[config.mk]
export PLATFORM = sky130hd
export DESIGN_NAME = integer_calculator_alu_top_flat
export DESIGN_NICKNAME = d
export VERILOG_FILES = /design/src/ica_pkg.sv /design/src/ica_if.sv /design/src/ica_adder.sv /design/src/ica_core.sv /design/src/integer_calculator_alu_top.sv /design/src/flat_wrapper.sv
export SDC_FILE = /design/constraint.sdc
export NUM_CORES = 1
export LEC_CHECK = 0
export ABC_AREA = 1
export BUFFER_PORTS_ARGS = -buffer_cell sky130_fd_sc_hd__clkbuf_2
export CORE_ASPECT_RATIO = 0.75
export CORE_MARGIN = 5
export CORE_UTILIZATION = 41
export DETAILED_ROUTE_END_ITERATION = 7
export PLACE_DENSITY = 0.58
export RECOVER_POWER = 25
export SYNTH_ARGS = -nofsm -noshare
export SYNTH_HDL_FRONTEND = slang
export SYNTH_SLANG_ARGS = --single-unit
[constraint.sdc]
create_clock -name clk -period 17.06 [get_ports clk]
set_input_delay 2.559 -clock clk [delete_from_list [all_inputs] [get_ports clk]]
set_output_delay 2.559 -clock clk [all_outputs]
set_load 0.1 [all_outputs]
[src/ica_pkg.sv]
package ica_pkg;

	typedef enum logic [2:0] {
		CMD_ADD = 3'd0,
		CMD_SUB = 3'd1,
		CMD_MUL = 3'd2,
		CMD_DIV = 3'd3,
		CMD_MOD = 3'd4,
		CMD_POW = 3'd5,
		CMD_PAR = 3'd6
	} cmd_t;

	typedef enum logic [8:0] {
		ST_IDLE  = 9'b000000001,
		ST_ALU   = 9'b000000010,
		ST_ABSA  = 9'b000000100,
		ST_ABSB  = 9'b000001000,
		ST_DIV   = 9'b000010000,
		ST_FIX   = 9'b000100000,
		ST_MUL   = 9'b001000000,
		ST_PWBIT = 9'b010000000,
		ST_DONE  = 9'b100000000
	} state_t;

	typedef enum logic [1:0] {
		MK_PLAIN = 2'd0,
		MK_ACC   = 2'd1,
		MK_SQ    = 2'd2
	} mul_kind_t;

	typedef struct packed {
		logic done;
		logic status;
	} rsp_ctl_t;

endpackage

[src/ica_if.sv]
interface ica_req_if #(
	parameter int DATA_WIDTH = 32
);
	logic                         valid;
	logic                         ready;
	logic [2:0]                   cmd;
	logic signed [DATA_WIDTH-1:0] operand_a;
	logic signed [DATA_WIDTH-1:0] operand_b;

	modport source (output valid, output cmd, output operand_a, output operand_b, input ready);
	modport sink (input valid, input cmd, input operand_a, input operand_b, output ready);
endinterface

interface ica_rsp_if #(
	parameter int DATA_WIDTH = 32
);
	logic                         valid;
	logic                         ready;
	logic signed [DATA_WIDTH-1:0] result_value;
	logic                         status;

	modport source (output valid, output result_value, output status, input ready);
	modport sink (input valid, input result_value, input status, output ready);
endinterface

[src/ica_adder.sv]
module ica_adder #(
	parameter int DATA_WIDTH = 32
) (
	input  logic [DATA_WIDTH-1:0] x,
	input  logic [DATA_WIDTH-1:0] y,
	input  logic                  sub,
	output logic [DATA_WIDTH-1:0] sum,
	output logic                  carry
);
	logic [DATA_WIDTH-1:0] y_eff;

	assign y_eff = sub ? ~y : y;
	assign {carry, sum} = {1'b0, x} + {1'b0, y_eff} + {{DATA_WIDTH{1'b0}}, sub};
endmodule

[src/ica_core.sv]
module ica_core #(
	parameter int DATA_WIDTH = 32
) (
	input  logic                  clk,
	input  logic                  arst_n,
	input  logic                  start,
	input  logic [2:0]            cmd,
	input  logic [DATA_WIDTH-1:0] a,
	input  logic [DATA_WIDTH-1:0] b,
	input  logic                  out_free,
	output logic                  idle,
	output logic [DATA_WIDTH-1:0] res,
	output ica_pkg::rsp_ctl_t     ctl
);
	import ica_pkg::*;

	localparam int CntW = $clog2(DATA_WIDTH);

	state_t                state_q;
	cmd_t                  cmd_q;
	mul_kind_t             mk_q;
	logic [DATA_WIDTH-1:0] a_q, b_q, rem_q, prod_q, mc_q, mp_q, acc_q, res_q;
	logic [CntW-1:0]       cnt_q;
	logic                  negq_q, nega_q, pw_sq_q, status_q;

	logic [DATA_WIDTH-1:0] add_x, add_y, add_sum, fix_val;
	logic                  add_sub, add_carry, fix_neg;

	ica_adder #(.DATA_WIDTH(DATA_WIDTH)) u_adder (
		.x     (add_x),
		.y     (add_y),
		.sub   (add_sub),
		.sum   (add_sum),
		.carry (add_carry)
	);

	assign fix_val = (cmd_q == CMD_DIV) ? a_q : rem_q;
	assign fix_neg = (cmd_q == CMD_DIV) ? negq_q : nega_q;

	always_comb begin
		add_x   = '0;
		add_y   = '0;
		add_sub = 1'b0;
		case (state_q)
			ST_ALU: begin
				add_x   = a_q;
				add_y   = b_q;
				add_sub = (cmd_q == CMD_SUB);
			end
			ST_ABSA: begin
				add_y   = a_q;
				add_sub = 1'b1;
			end
			ST_ABSB: begin
				add_y   = b_q;
				add_sub = 1'b1;
			end
			ST_DIV: begin
				add_x   = {rem_q[DATA_WIDTH-2:0], a_q[DATA_WIDTH-1]};
				add_y   = b_q;
				add_sub = 1'b1;
			end
			ST_FIX: begin
				add_y   = fix_val;
				add_sub = 1'b1;
			end
			ST_MUL: begin
				add_x = prod_q;
				add_y = mc_q;
			end
			default: begin
			end
		endcase
	end

	always_ff @(posedge clk or negedge arst_n) begin
		if (!arst_n) begin
			state_q <= ST_IDLE;
		end else begin
			case (state_q)
				ST_IDLE: begin
					if (start) begin
						case (cmd_t'(cmd))
							CMD_ADD, CMD_SUB: state_q <= ST_ALU;
							CMD_MUL:          state_q <= ST_MUL;
							CMD_DIV, CMD_MOD: state_q <= (b == '0) ? ST_DONE : ST_ABSA;
							CMD_POW: begin
								state_q <= (b[DATA_WIDTH-1] || b == '0) ? ST_DONE : ST_PWBIT;
							end
							default:          state_q <= ST_DONE;
						endcase
					end
				end
				ST_ALU:  state_q <= ST_DONE;
				ST_ABSA: state_q <= ST_ABSB;
				ST_ABSB: state_q <= ST_DIV;
				ST_DIV:  state_q <= (cnt_q == '0) ? ST_FIX : ST_DIV;
				ST_FIX:  state_q <= ST_DONE;
				ST_MUL: begin
					if (mp_q == '0) begin
						state_q <= (mk_q == MK_PLAIN) ? ST_DONE : ST_PWBIT;
					end
				end
				ST_PWBIT: begin
					if (b_q[0] && !pw_sq_q) begin
						state_q <= ST_MUL;
					end else if (b_q[DATA_WIDTH-1:1] == '0) begin
						state_q <= ST_DONE;
					end else begin
						state_q <= ST_MUL;
					end
				end
				ST_DONE: begin
					if (out_free) begin
						state_q <= ST_IDLE;
					end
				end
				default: state_q <= ST_IDLE;
			endcase
		end
	end

	always_ff @(posedge clk) begin
		case (state_q)
			ST_IDLE: begin
				if (start) begin
					cmd_q    <= cmd_t'(cmd);
					a_q      <= a;
					b_q      <= b;
					mc_q     <= a;
					mp_q     <= b;
					prod_q   <= '0;
					mk_q     <= MK_PLAIN;
					acc_q    <= {{(DATA_WIDTH-1){1'b0}}, 1'b1};
					pw_sq_q  <= 1'b0;
					negq_q   <= a[DATA_WIDTH-1] ^ b[DATA_WIDTH-1];
					nega_q   <= a[DATA_WIDTH-1];
					status_q <= (cmd inside {CMD_DIV, CMD_MOD}) && (b == '0);
					case (cmd_t'(cmd))
						CMD_POW: res_q <= {{(DATA_WIDTH-1){1'b0}}, 1'b1};
						CMD_PAR: res_q <= {{(DATA_WIDTH-1){1'b0}}, a[0]};
						default: res_q <= '0;
					endcase
				end
			end
			ST_ALU: res_q <= add_sum;
			ST_ABSA: begin
				if (a_q[DATA_WIDTH-1]) begin
					a_q <= add_sum;
				end
			end
			ST_ABSB: begin
				if (b_q[DATA_WIDTH-1]) begin
					b_q <= add_sum;
				end
				rem_q <= '0;
				cnt_q <= CntW'(DATA_WIDTH - 1);
			end
			ST_DIV: begin
				rem_q <= add_carry ? add_sum : {rem_q[DATA_WIDTH-2:0], a_q[DATA_WIDTH-1]};
				a_q   <= {a_q[DATA_WIDTH-2:0], add_carry};
				cnt_q <= cnt_q - 1'b1;
			end
			ST_FIX: res_q <= fix_neg ? add_sum : fix_val;
			ST_MUL: begin
				if (mp_q == '0) begin
					case (mk_q)
						MK_ACC: begin
							acc_q   <= prod_q;
							pw_sq_q <= 1'b1;
						end
						MK_SQ: begin
							a_q     <= prod_q;
							b_q     <= b_q >> 1;
							pw_sq_q <= 1'b0;
						end
						default: res_q <= prod_q;
					endcase
				end else begin
					if (mp_q[0]) begin
						prod_q <= add_sum;
					end
					mc_q <= mc_q << 1;
					mp_q <= mp_q >> 1;
				end
			end
			ST_PWBIT: begin
				prod_q <= '0;
				mc_q   <= a_q;
				if (b_q[0] && !pw_sq_q) begin
					mp_q <= acc_q;
					mk_q <= MK_ACC;
				end else begin
					mp_q  <= a_q;
					mk_q  <= MK_SQ;
					res_q <= acc_q;
				end
			end
			default: begin
			end
		endcase
	end

	assign idle       = (state_q == ST_IDLE);
	assign res        = res_q;
	assign ctl.done   = (state_q == ST_DONE) && out_free;
	assign ctl.status = status_q;
endmodule

[src/integer_calculator_alu_top.sv]
// Integer ALU: add, sub, mul, div, mod, power and parity on signed words.
// req carries cmd, operand_a and operand_b; rsp returns result_value and
// status, one rsp item per req item, in order. Both channels move an item
// when valid and ready are high at a rising clock edge.
// One item is worked at a time by a single shared adder under a sequencer;
// req.ready is high only while the sequencer is idle.
// Parity, unused codes, div/mod by zero and power with exponent <= 0 go
// straight to the result; add and sub take a single adder pass.
// Mul steps once per bit of operand_b up to its top set bit (all
// DATA_WIDTH bits when negative). Div and mod take absolute values,
// divide, then fix the sign. Power does one multiply per set exponent bit
// and one square per exponent bit below the top one.
// The shift-add multiply and the restoring divide both use the one adder,
// one bit per cycle.
// A finished result sits in an output register; the next req item is taken
// while it waits. If rsp stalls, the sequencer holds its next result until
// the register frees. Reset clears the sequencer and drops rsp.valid.
module integer_calculator_alu_top #(
	parameter int DATA_WIDTH = 32
) (
	input logic        clk,
	input logic        arst_n,
	ica_req_if.sink    req,
	ica_rsp_if.source  rsp
);
	import ica_pkg::*;

	logic                  core_idle, out_free, out_valid_q, out_status_q;
	logic [DATA_WIDTH-1:0] core_res, out_value_q;
	rsp_ctl_t              core_ctl;

	assign out_free  = !out_valid_q || rsp.ready;
	assign req.ready = core_idle;

	ica_core #(.DATA_WIDTH(DATA_WIDTH)) u_core (
		.clk      (clk),
		.arst_n   (arst_n),
		.start    (req.valid && core_idle),
		.cmd      (req.cmd),
		.a        (req.operand_a),
		.b        (req.operand_b),
		.out_free (out_free),
		.idle     (core_idle),
		.res      (core_res),
		.ctl      (core_ctl)
	);

	always_ff @(posedge clk or negedge arst_n) begin
		if (!arst_n) begin
			out_valid_q <= 1'b0;
		end else if (core_ctl.done) begin
			out_valid_q <= 1'b1;
		end else if (rsp.ready) begin
			out_valid_q <= 1'b0;
		end
	end

	always_ff @(posedge clk) begin
		if (core_ctl.done) begin
			out_value_q  <= core_res;
			out_status_q <= core_ctl.status;
		end
	end

	assign rsp.valid        = out_valid_q;
	assign rsp.result_value = out_value_q;
	assign rsp.status       = out_status_q;
endmodule

[src/flat_wrapper.sv]
// flat-port wrapper written by rule: the top's interface ports become plain ports
module integer_calculator_alu_top_flat import ica_pkg::*;
#(
	parameter int DATA_WIDTH = 32
)
  (clk, arst_n, req_valid, req_cmd, req_operand_a, req_operand_b, req_ready, rsp_valid, rsp_result_value, rsp_status, rsp_ready);
  ica_req_if #(.DATA_WIDTH(DATA_WIDTH)) req_i ();
  ica_rsp_if #(.DATA_WIDTH(DATA_WIDTH)) rsp_i ();
  input logic clk;
  input logic arst_n;
  input wire logic [$bits(req_i.valid)-1:0] req_valid;
  input wire logic [$bits(req_i.cmd)-1:0] req_cmd;
  input wire logic [$bits(req_i.operand_a)-1:0] req_operand_a;
  input wire logic [$bits(req_i.operand_b)-1:0] req_operand_b;
  output wire logic [$bits(req_i.ready)-1:0] req_ready;
  output wire logic [$bits(rsp_i.valid)-1:0] rsp_valid;
  output wire logic [$bits(rsp_i.result_value)-1:0] rsp_result_value;
  output wire logic [$bits(rsp_i.status)-1:0] rsp_status;
  input wire logic [$bits(rsp_i.ready)-1:0] rsp_ready;
  assign req_i.valid = req_valid;
  assign req_i.cmd = req_cmd;
  assign req_i.operand_a = req_operand_a;
  assign req_i.operand_b = req_operand_b;
  assign req_ready = req_i.ready;
  assign rsp_valid = rsp_i.valid;
  assign rsp_result_value = rsp_i.result_value;
  assign rsp_status = rsp_i.status;
  assign rsp_i.ready = rsp_ready;
  integer_calculator_alu_top #(.DATA_WIDTH(DATA_WIDTH)) u_core (.clk(clk), .arst_n(arst_n), .req(req_i), .rsp(rsp_i));
endmodule
After elaboration in Yosys (flattened, before gate mapping)
Index checks and enable logic that the tools add are counted.
{"block": "totals", "regBits": 313, "elab_cells": 157, "in_bits": 71}
{"block": "classes", "addsub": 3, "reduce_logical": 41, "n_mux": 59, "bitwise": 2, "eq_ne": 31}
{"op": "two-way mux 32 bit", "n": 25}
{"op": "one-hot mux 32 bit (3 select lines)", "n": 5}
{"op": "one-hot mux 32 bit (4 select lines)", "n": 2}
{"op": "one-hot mux 32 bit (5 select lines)", "n": 1}
{"op": "one-hot mux 32 bit (2 select lines)", "n": 2}
{"op": "two-way mux 9 bit", "n": 8}
{"op": "one-hot mux 9 bit (8 select lines)", "n": 1}
{"op": "logical NOT 32 bit", "n": 2}
{"op": "one-hot mux 9 bit (4 select lines)", "n": 1}
{"op": "adder 32 x 32 -> 33 bit", "n": 1}
{"op": "adder 33 x 1 -> 33 bit", "n": 1}
{"op": "NOT 32 bit", "n": 1}
{"op": "logical NOT 31 bit", "n": 1}
{"op": "AND reduction 4 bit", "n": 5}
{"op": "inequality test 2 bit, second input constant", "n": 9}
{"op": "AND reduction 5 bit", "n": 3}
{"op": "one-hot mux 5 bit (2 select lines)", "n": 1}
{"op": "nonzero test 2 bit", "n": 5}
{"op": "== test 3 x 2 -> 1 bit, second input constant", "n": 3}
{"op": "== test 3 bit, second input constant", "n": 3}
{"op": "== test 9 x 1 -> 1 bit, second input constant", "n": 1}
{"op": "== test 9 x 2 -> 1 bit, second input constant", "n": 1}
{"op": "== test 9 x 3 -> 1 bit, second input constant", "n": 1}
{"op": "== test 9 x 4 -> 1 bit, second input constant", "n": 1}
{"op": "other kinds (31)", "n": 52}

Logic depth before layout (Yosys ltp)
{"block": "logic_depth", "ltp_word": 10, "mapped_depth": 27, "depth_no_buf": 27}

Cells and area by module
Synthesis repeated with hierarchy kept, for this count alone.
{"block": "hier_totals", "cells_unflattened": 2212, "hier_area_um2": 19257.2}
{"module": "ica_core", "cells_each": 1688, "seq_area_each_um2": 8334.2, "area_each_um2": 15586.2, "n_inst": 1}
{"module": "ica_adder", "cells_each": 484, "seq_area_each_um2": 0.0, "area_each_um2": 2627.5, "n_inst": 1}
{"module": "integer_calculator_alu_top", "cells_each": 40, "seq_area_each_um2": 1016.0, "area_each_um2": 1043.5, "n_inst": 1}

Least setup slack after synthesis
Ideal clock, no wire load.
{"block": "synth_path", "kind": "input to register", "start": "input req_valid", "end": "register u_core.u_core.res_q[0] (netlist: u_core.u_core.res[0]) (enable)", "setup_ns": 0.594, "path_stages": 4, "path_slack_ns": 8.579, "t_arrival_ns": 7.886, "path_cell_list": "nor2_1 > nor2_1 > inv_1 > a2111oi_0"}
{"block": "synth_between", "elab_chain_cells": 3}
{"element": "from (decl)", "line": "flat_wrapper.sv:11", "rtl": "input wire logic [$bits(req_i.valid)-1:0] req_valid;"}
{"element": "logical AND 1 bit", "line": "integer_calculator_alu_top.sv:38", "rtl": ".start (req.valid && core_idle),"}
{"element": "inequality test 2 bit (no line)"}
{"element": "AND reduction 5 bit (no line)"}
{"element": "to (signal assigned)", "line": "ica_core.sv:164", "rtl": "ST_FIX: res_q <= fix_neg ? add_sum : fix_val;"}
{"element": "to (signal assigned)", "line": "ica_core.sv:177", "rtl": "default: res_q <= prod_q;"}
{"element": "to (signal assigned)", "line": "ica_core.sv:196", "rtl": "res_q <= acc_q;"}
{"element": "to (decl)", "line": "ica_core.sv:22", "rtl": "logic [DATA_WIDTH-1:0] a_q, b_q, rem_q, prod_q, mc_q, mp_q, acc_q, res_q;"}
No other way between the ends.
A chain may end at the register's enable or synchronous reset.

Final worst setup path
{"block": "layout_path", "start": "register u_core.u_core.state_q[6]", "end": "register u_core.u_core.rem_q[13], data pin"}
{"block": "layout_between", "elab_chain_cells": 9, "word_cells_on_any_way": 17, "classes_between": "2 x add/sub; 6 x eq/ne; 6 x mux; 1 x bitwise; 2 x reduce/logical"}
{"element": "from (decl)", "line": "ica_core.sv:19", "rtl": "state_t state_q;"}
{"element": "from (signal assigned)", "line": "ica_core.sv:86", "rtl": "CMD_DIV, CMD_MOD: state_q <= (b == '0) ? ST_DONE : ST_ABSA;"}
{"element": "from (signal assigned)", "line": "ica_core.sv:88", "rtl": "state_q <= (b[DATA_WIDTH-1] || b == '0) ? ST_DONE : ST_PWBIT;"}
{"element": "from (signal assigned)", "line": "ica_core.sv:97", "rtl": "ST_DIV: state_q <= (cnt_q == '0) ? ST_FIX : ST_DIV;"}
{"element": "== test 9 x 4 -> 1 bit, or another cell as far along", "line": "ica_core.sv:44, ica_core.sv:124"}
{"element": "OR reduction 3 bit (no line)"}
{"element": "one-hot mux 32 bit (4 select lines)", "line": "ica_core.sv:44", "rtl": "case (state_q)"}
{"element": "NOT 32 bit", "line": "ica_adder.sv:12", "rtl": "assign y_eff = sub ? ~y : y;"}
{"element": "two-way mux 32 bit", "line": "ica_adder.sv:12"}
{"element": "adder 32 x 32 -> 33 bit", "line": "ica_adder.sv:13", "rtl": "assign {carry, sum} = {1'b0, x} + {1'b0, y_eff} + {{DATA_WIDTH{1'b0}}, sub};"}
{"element": "adder 33 x 1 -> 33 bit", "line": "ica_adder.sv:13"}
{"element": "two-way mux 32 bit", "line": "ica_core.sv:160", "rtl": "rem_q <= add_carry ? add_sum : {rem_q[DATA_WIDTH-2:0], a_q[DATA_WIDTH-1]};"}
{"element": "one-hot mux 32 bit (2 select lines) *", "line": "ica_core.sv:124", "rtl": "case (state_q)"}
{"element": "to (signal assigned)", "line": "ica_core.sv:160"}
{"element": "to (decl)", "line": "ica_core.sv:22"}
Mark *: on every way between the ends. The rest lies on a longest branch, timed or not.

==> results by group <==
Layout
  – Area of the multi-input gates: 7640 µm²
  – Filler cell count in the final layout: 4,237
  – NumNets Final: between 2,000 and 2,500
  – Share of cells above drive strength 1: between 10% and 20%
  – Register area: between 9000 and 10,000 µm²
  – Final instance area: between 20,000 and 25,000 µm²
  – Ant diodes: 0
  – Final Util: 47.0%
  – Area growth syn-to-layout: 12.6%

CTS
  – Clock transition at path regs: approximately 0.060 ns
  – TritonCTS clock tree: done
  – Max H-tree Level: 2
  – # hold bufs at CTS: 0
  – Post_cts resized: 0
  – Number of clock sinks: approximately 310
  – CTS Buffer Depth: 3
  – Inserted Clock Buffers: 35
  – Setup bufs post-CTS: 0
  – CTS root buffer: clkbuf_16
  – Worst-Skew Late Latency: about 0.55 ns

Synth
  – Cells taking the most area after synthesis: edfxtp_1 (50%), nand2_1 (8.8%), inv_1 (4.8%)
  – Synth top area share: around half
  – Sequential area share after synthesis: a little over 50%
  – Synth warn: 0
  – Mapped Area: around 18,000 µm²
  – Mean post-synth cell area: 9.09 µm²
  – Post-synth ARST share: 3.19%
  – Post-synth EDFFs: 303
  – Net Count, Synth: between 2,000 and 2,500
  – Post-synth top area cell: edfxtp_1
  – Ys flop type: edfxtp_1
  – Post-Synthesis Cells: 2,007
  – Yosys cell types: 57
  – Yosys reg bits: roughly 310

Place
  – HPWL Detailed: just under 50,000 µm
  – Placed cell areas: slightly below 20,000 µm²
  – Final RePlAce weighted congestion: roughly 0.95
  – I/O Buffers: ~110

Timing
  – WHS: 0.417 ns
  – Clock Skews: 0.0298 ns
  – Final min period: ~8.4 ns
  – Endpoints failing setup: 0
  – Setup TNS: 0 ns
  – Max-slew headroom: -140%
  – Hold Fails Final Rpt: 0
  – Max Clk Rate: about 120 MHz
  – Final Max Slew Viols: 344
  – Worst-margin pin slew: ~3.6 ns
  – Fin crit share: 49.5%
  – RSZ-0062 raised after global routing: false

Detailed routing
  – Via/cell ratio: 6.11
  – Vias: approximately 17,000
  – DR iter-0 viols: ~2,600
  – Wire per inst: ~26 µm
  – DRC: 0
  – Final WL: approximately 70,000 µm
  – Post-DRT Antenna Nets: 0
  – DRT Pass-1 Iters: 7

Job
  – Max Cap Viol: 8

Die
  – DIE HEIGHT: 193 µm
  – Die Area: 48,800 µm²
  – Core Area: between 40,000 and 50,000 µm²
  – Initial Utilization: 41.8%
  – Top Ports: roughly 110
  – DIE WIDTH: around 250 µm
  – Site Rows: 66

Setup path
  – Worst path max stage delay: roughly 2.5 ns
  – Worst Path Max Fanout: 53
  – Crit path max-delay cell type: clkbuf_1
  – RR Startpoint: u_core.u_core.state_q[6]$_DFFE_PN0P_
  – Critical path class: register to register
  – Data arrival time of the worst path: between 8 and 9 ns
  – Crit path launch: u_core.u_core.state_q[6]$_DFFE_PN0P_
  – Crit. End Element: register
  – Worst EP required: 17.48 ns
  – CP startpoint kind: register

Pwr
  – Power per cell area: 193 nW/µm²
  – Max IR drop VDD: between 0.1 and 0.15 mV
  – Total chip power: 3960 µW
  – Leakage power: 0.00849 µW

Run status
  – Failing checks: capacitance limit, slew limit
  – Status: complete, but fails checks

Min path
  – HP Class: register to register
  – Hold path start: u_core.u_core.res[24]$_DFFE_PP_

GRT
  – First-pass GRT wire length: between 100,000 and 150,000 µm
  – Total GRT Usage: just under 30%
  – Grt total ovfl: 0
  – Pin count of the biggest net entering global routing: just under 60
  – Initial antenna violation count: 3
  – Vias in the first global route: around 16,000
sequential cells by signal, indices dropped and copies added, names as in the netlist:
name / count
u_core.u_core.mc_q: 32
u_core.u_core.cmd_q: 3
u_core.rsp.result_value: 32
u_core.u_core.pw_sq_q: 1
u_core.u_core.mk_q: 2
u_core.u_core.negq_q: 1
u_core.u_core.b_q: 32
u_core.u_core.prod_q: 32
u_core.u_core.mp_q: 32
u_core.u_core.res: 32
u_core.rsp.valid: 1
u_core.u_core.rem_q: 32
u_core.u_core.state_q: 9
u_core.u_core.status_q: 1
u_core.u_core.cnt_q: 5
u_core.u_core.a_q: 32
u_core.u_core.nega_q: 1
u_core.u_core.acc_q: 32
u_core.rsp.status: 1
final cells by class:
cell class / count / area share (%)
inverters: 252 / 4.60
repair buffers: 144 / 3.77
clock inverters: 20 / 0.780
flip-flops and latches: 313 / 45.5
clock buffers: 43 / 4.62
well taps: 578 / 3.52
multi-input cells: 1354 / 37.2
cell families (layout without fill, tap and decap cells):
logic type               after synthesis  in the layout  share of synthesized area (%)
AND/OR/NAND/NOR                      781            781                           18.1
AO/OA/AOI/OAI                        476            476                           18.0
buffers and inverters                340            459                           7.05
flip-flops                           313            313                           51.3
XOR/XNOR                              61             61                           3.09
adder cells (fa/ha/maj)               36             36                           2.51
critical path: cells and delay by family, from the launching register on:
family          cells  cell delay [ns]
buf+inv             8             3.82
xor+xnor            1             0.26
compound gates      3             0.67
simple gates       12             2.62
fa+ha+maj           1             0.45
flops               1             0.41
routing by layer:
metal	track usage, %	vias to the layer above	part of all wire, %
met3	7.15	150	12
met1	43.3	7898	43
li1	-	7320	-
met2	42.1	1148	41
met4	7.18	2	3.2
met5	0	-	0.011
synthesized netlist by cell type (8+ instances only):
cell / number
a211oi_1: 40
a21oi_1: 78
a221oi_1: 36
a22o_1: 19
a22oi_1: 10
buf_1: 17
buf_2: 8
clkbuf_1: 63
dfrtp_1: 9
edfxtp_1: 303
ha_1: 35
inv_1: 233
inv_2: 17
nand2_1: 430
nand2_2: 10
nand3_1: 49
nand4_1: 17
nor2_1: 187
nor3_1: 31
nor4_1: 31
o2111ai_1: 38
o211ai_1: 86
o21a_1: 11
o21ai_0: 92
o21ai_1: 10
o221ai_1: 18
xnor2_1: 11
xor2_1: 46
per-stage QoR:
stage               std cells  setup slack [ns]
finish                   2704              8.62
global route             2704              8.22
CTS                      2704             11.28
detailed placement       2641             11.31
global placement         2641             11.43
floorplan                2007              8.58
placed cells by master (no fill, tap or decap), types with 46 or more instances in the layout:
| master | count |
|---|---|
| inv_1 | 234 |
| a21oi_1 | 77 |
| clkbuf_2 | 100 |
| nor2_1 | 184 |
| nand2_1 | 431 |
| nand3_1 | 49 |
| o211ai_1 | 86 |
| edfxtp_1 | 303 |
| xor2_1 | 46 |
| o21ai_0 | 92 |
report_power, final:
group	leakage (µW)	internal, µW	switching (µW)
sequential	0.00298	1380	190
clock	0.000533	428	332
combinational	0.00497	348	1280
total	0.00849	2160	1800
final timing paths:
| check | end | slack [ns] | cells past startpoint |
|---|---|---|---|
| setup / recovery | u_core.u_core.rem_q[13]$_SDFFCE_PP0P_ | 8.62 | 25 |
| hold / removal | u_core.rsp.result_value[24]$_DFFE_PP_ | 0.42 | 0 |
| setup reg to reg | u_core.u_core.rem_q[13]$_SDFFCE_PP0P_ | 8.62 | 25 |
| hold reg to reg | u_core.rsp.result_value[24]$_DFFE_PP_ | 0.42 | 0 |
| max in group asynchronous | u_core.u_core.state_q[5]$_DFFE_PN0P_ | 14.64 | 1 |
| min in group asynchronous | u_core.u_core.state_q[2]$_DFFE_PN0P_ | 2.01 | 1 |
Note: power is estimated with default switching activity, not from simulation.
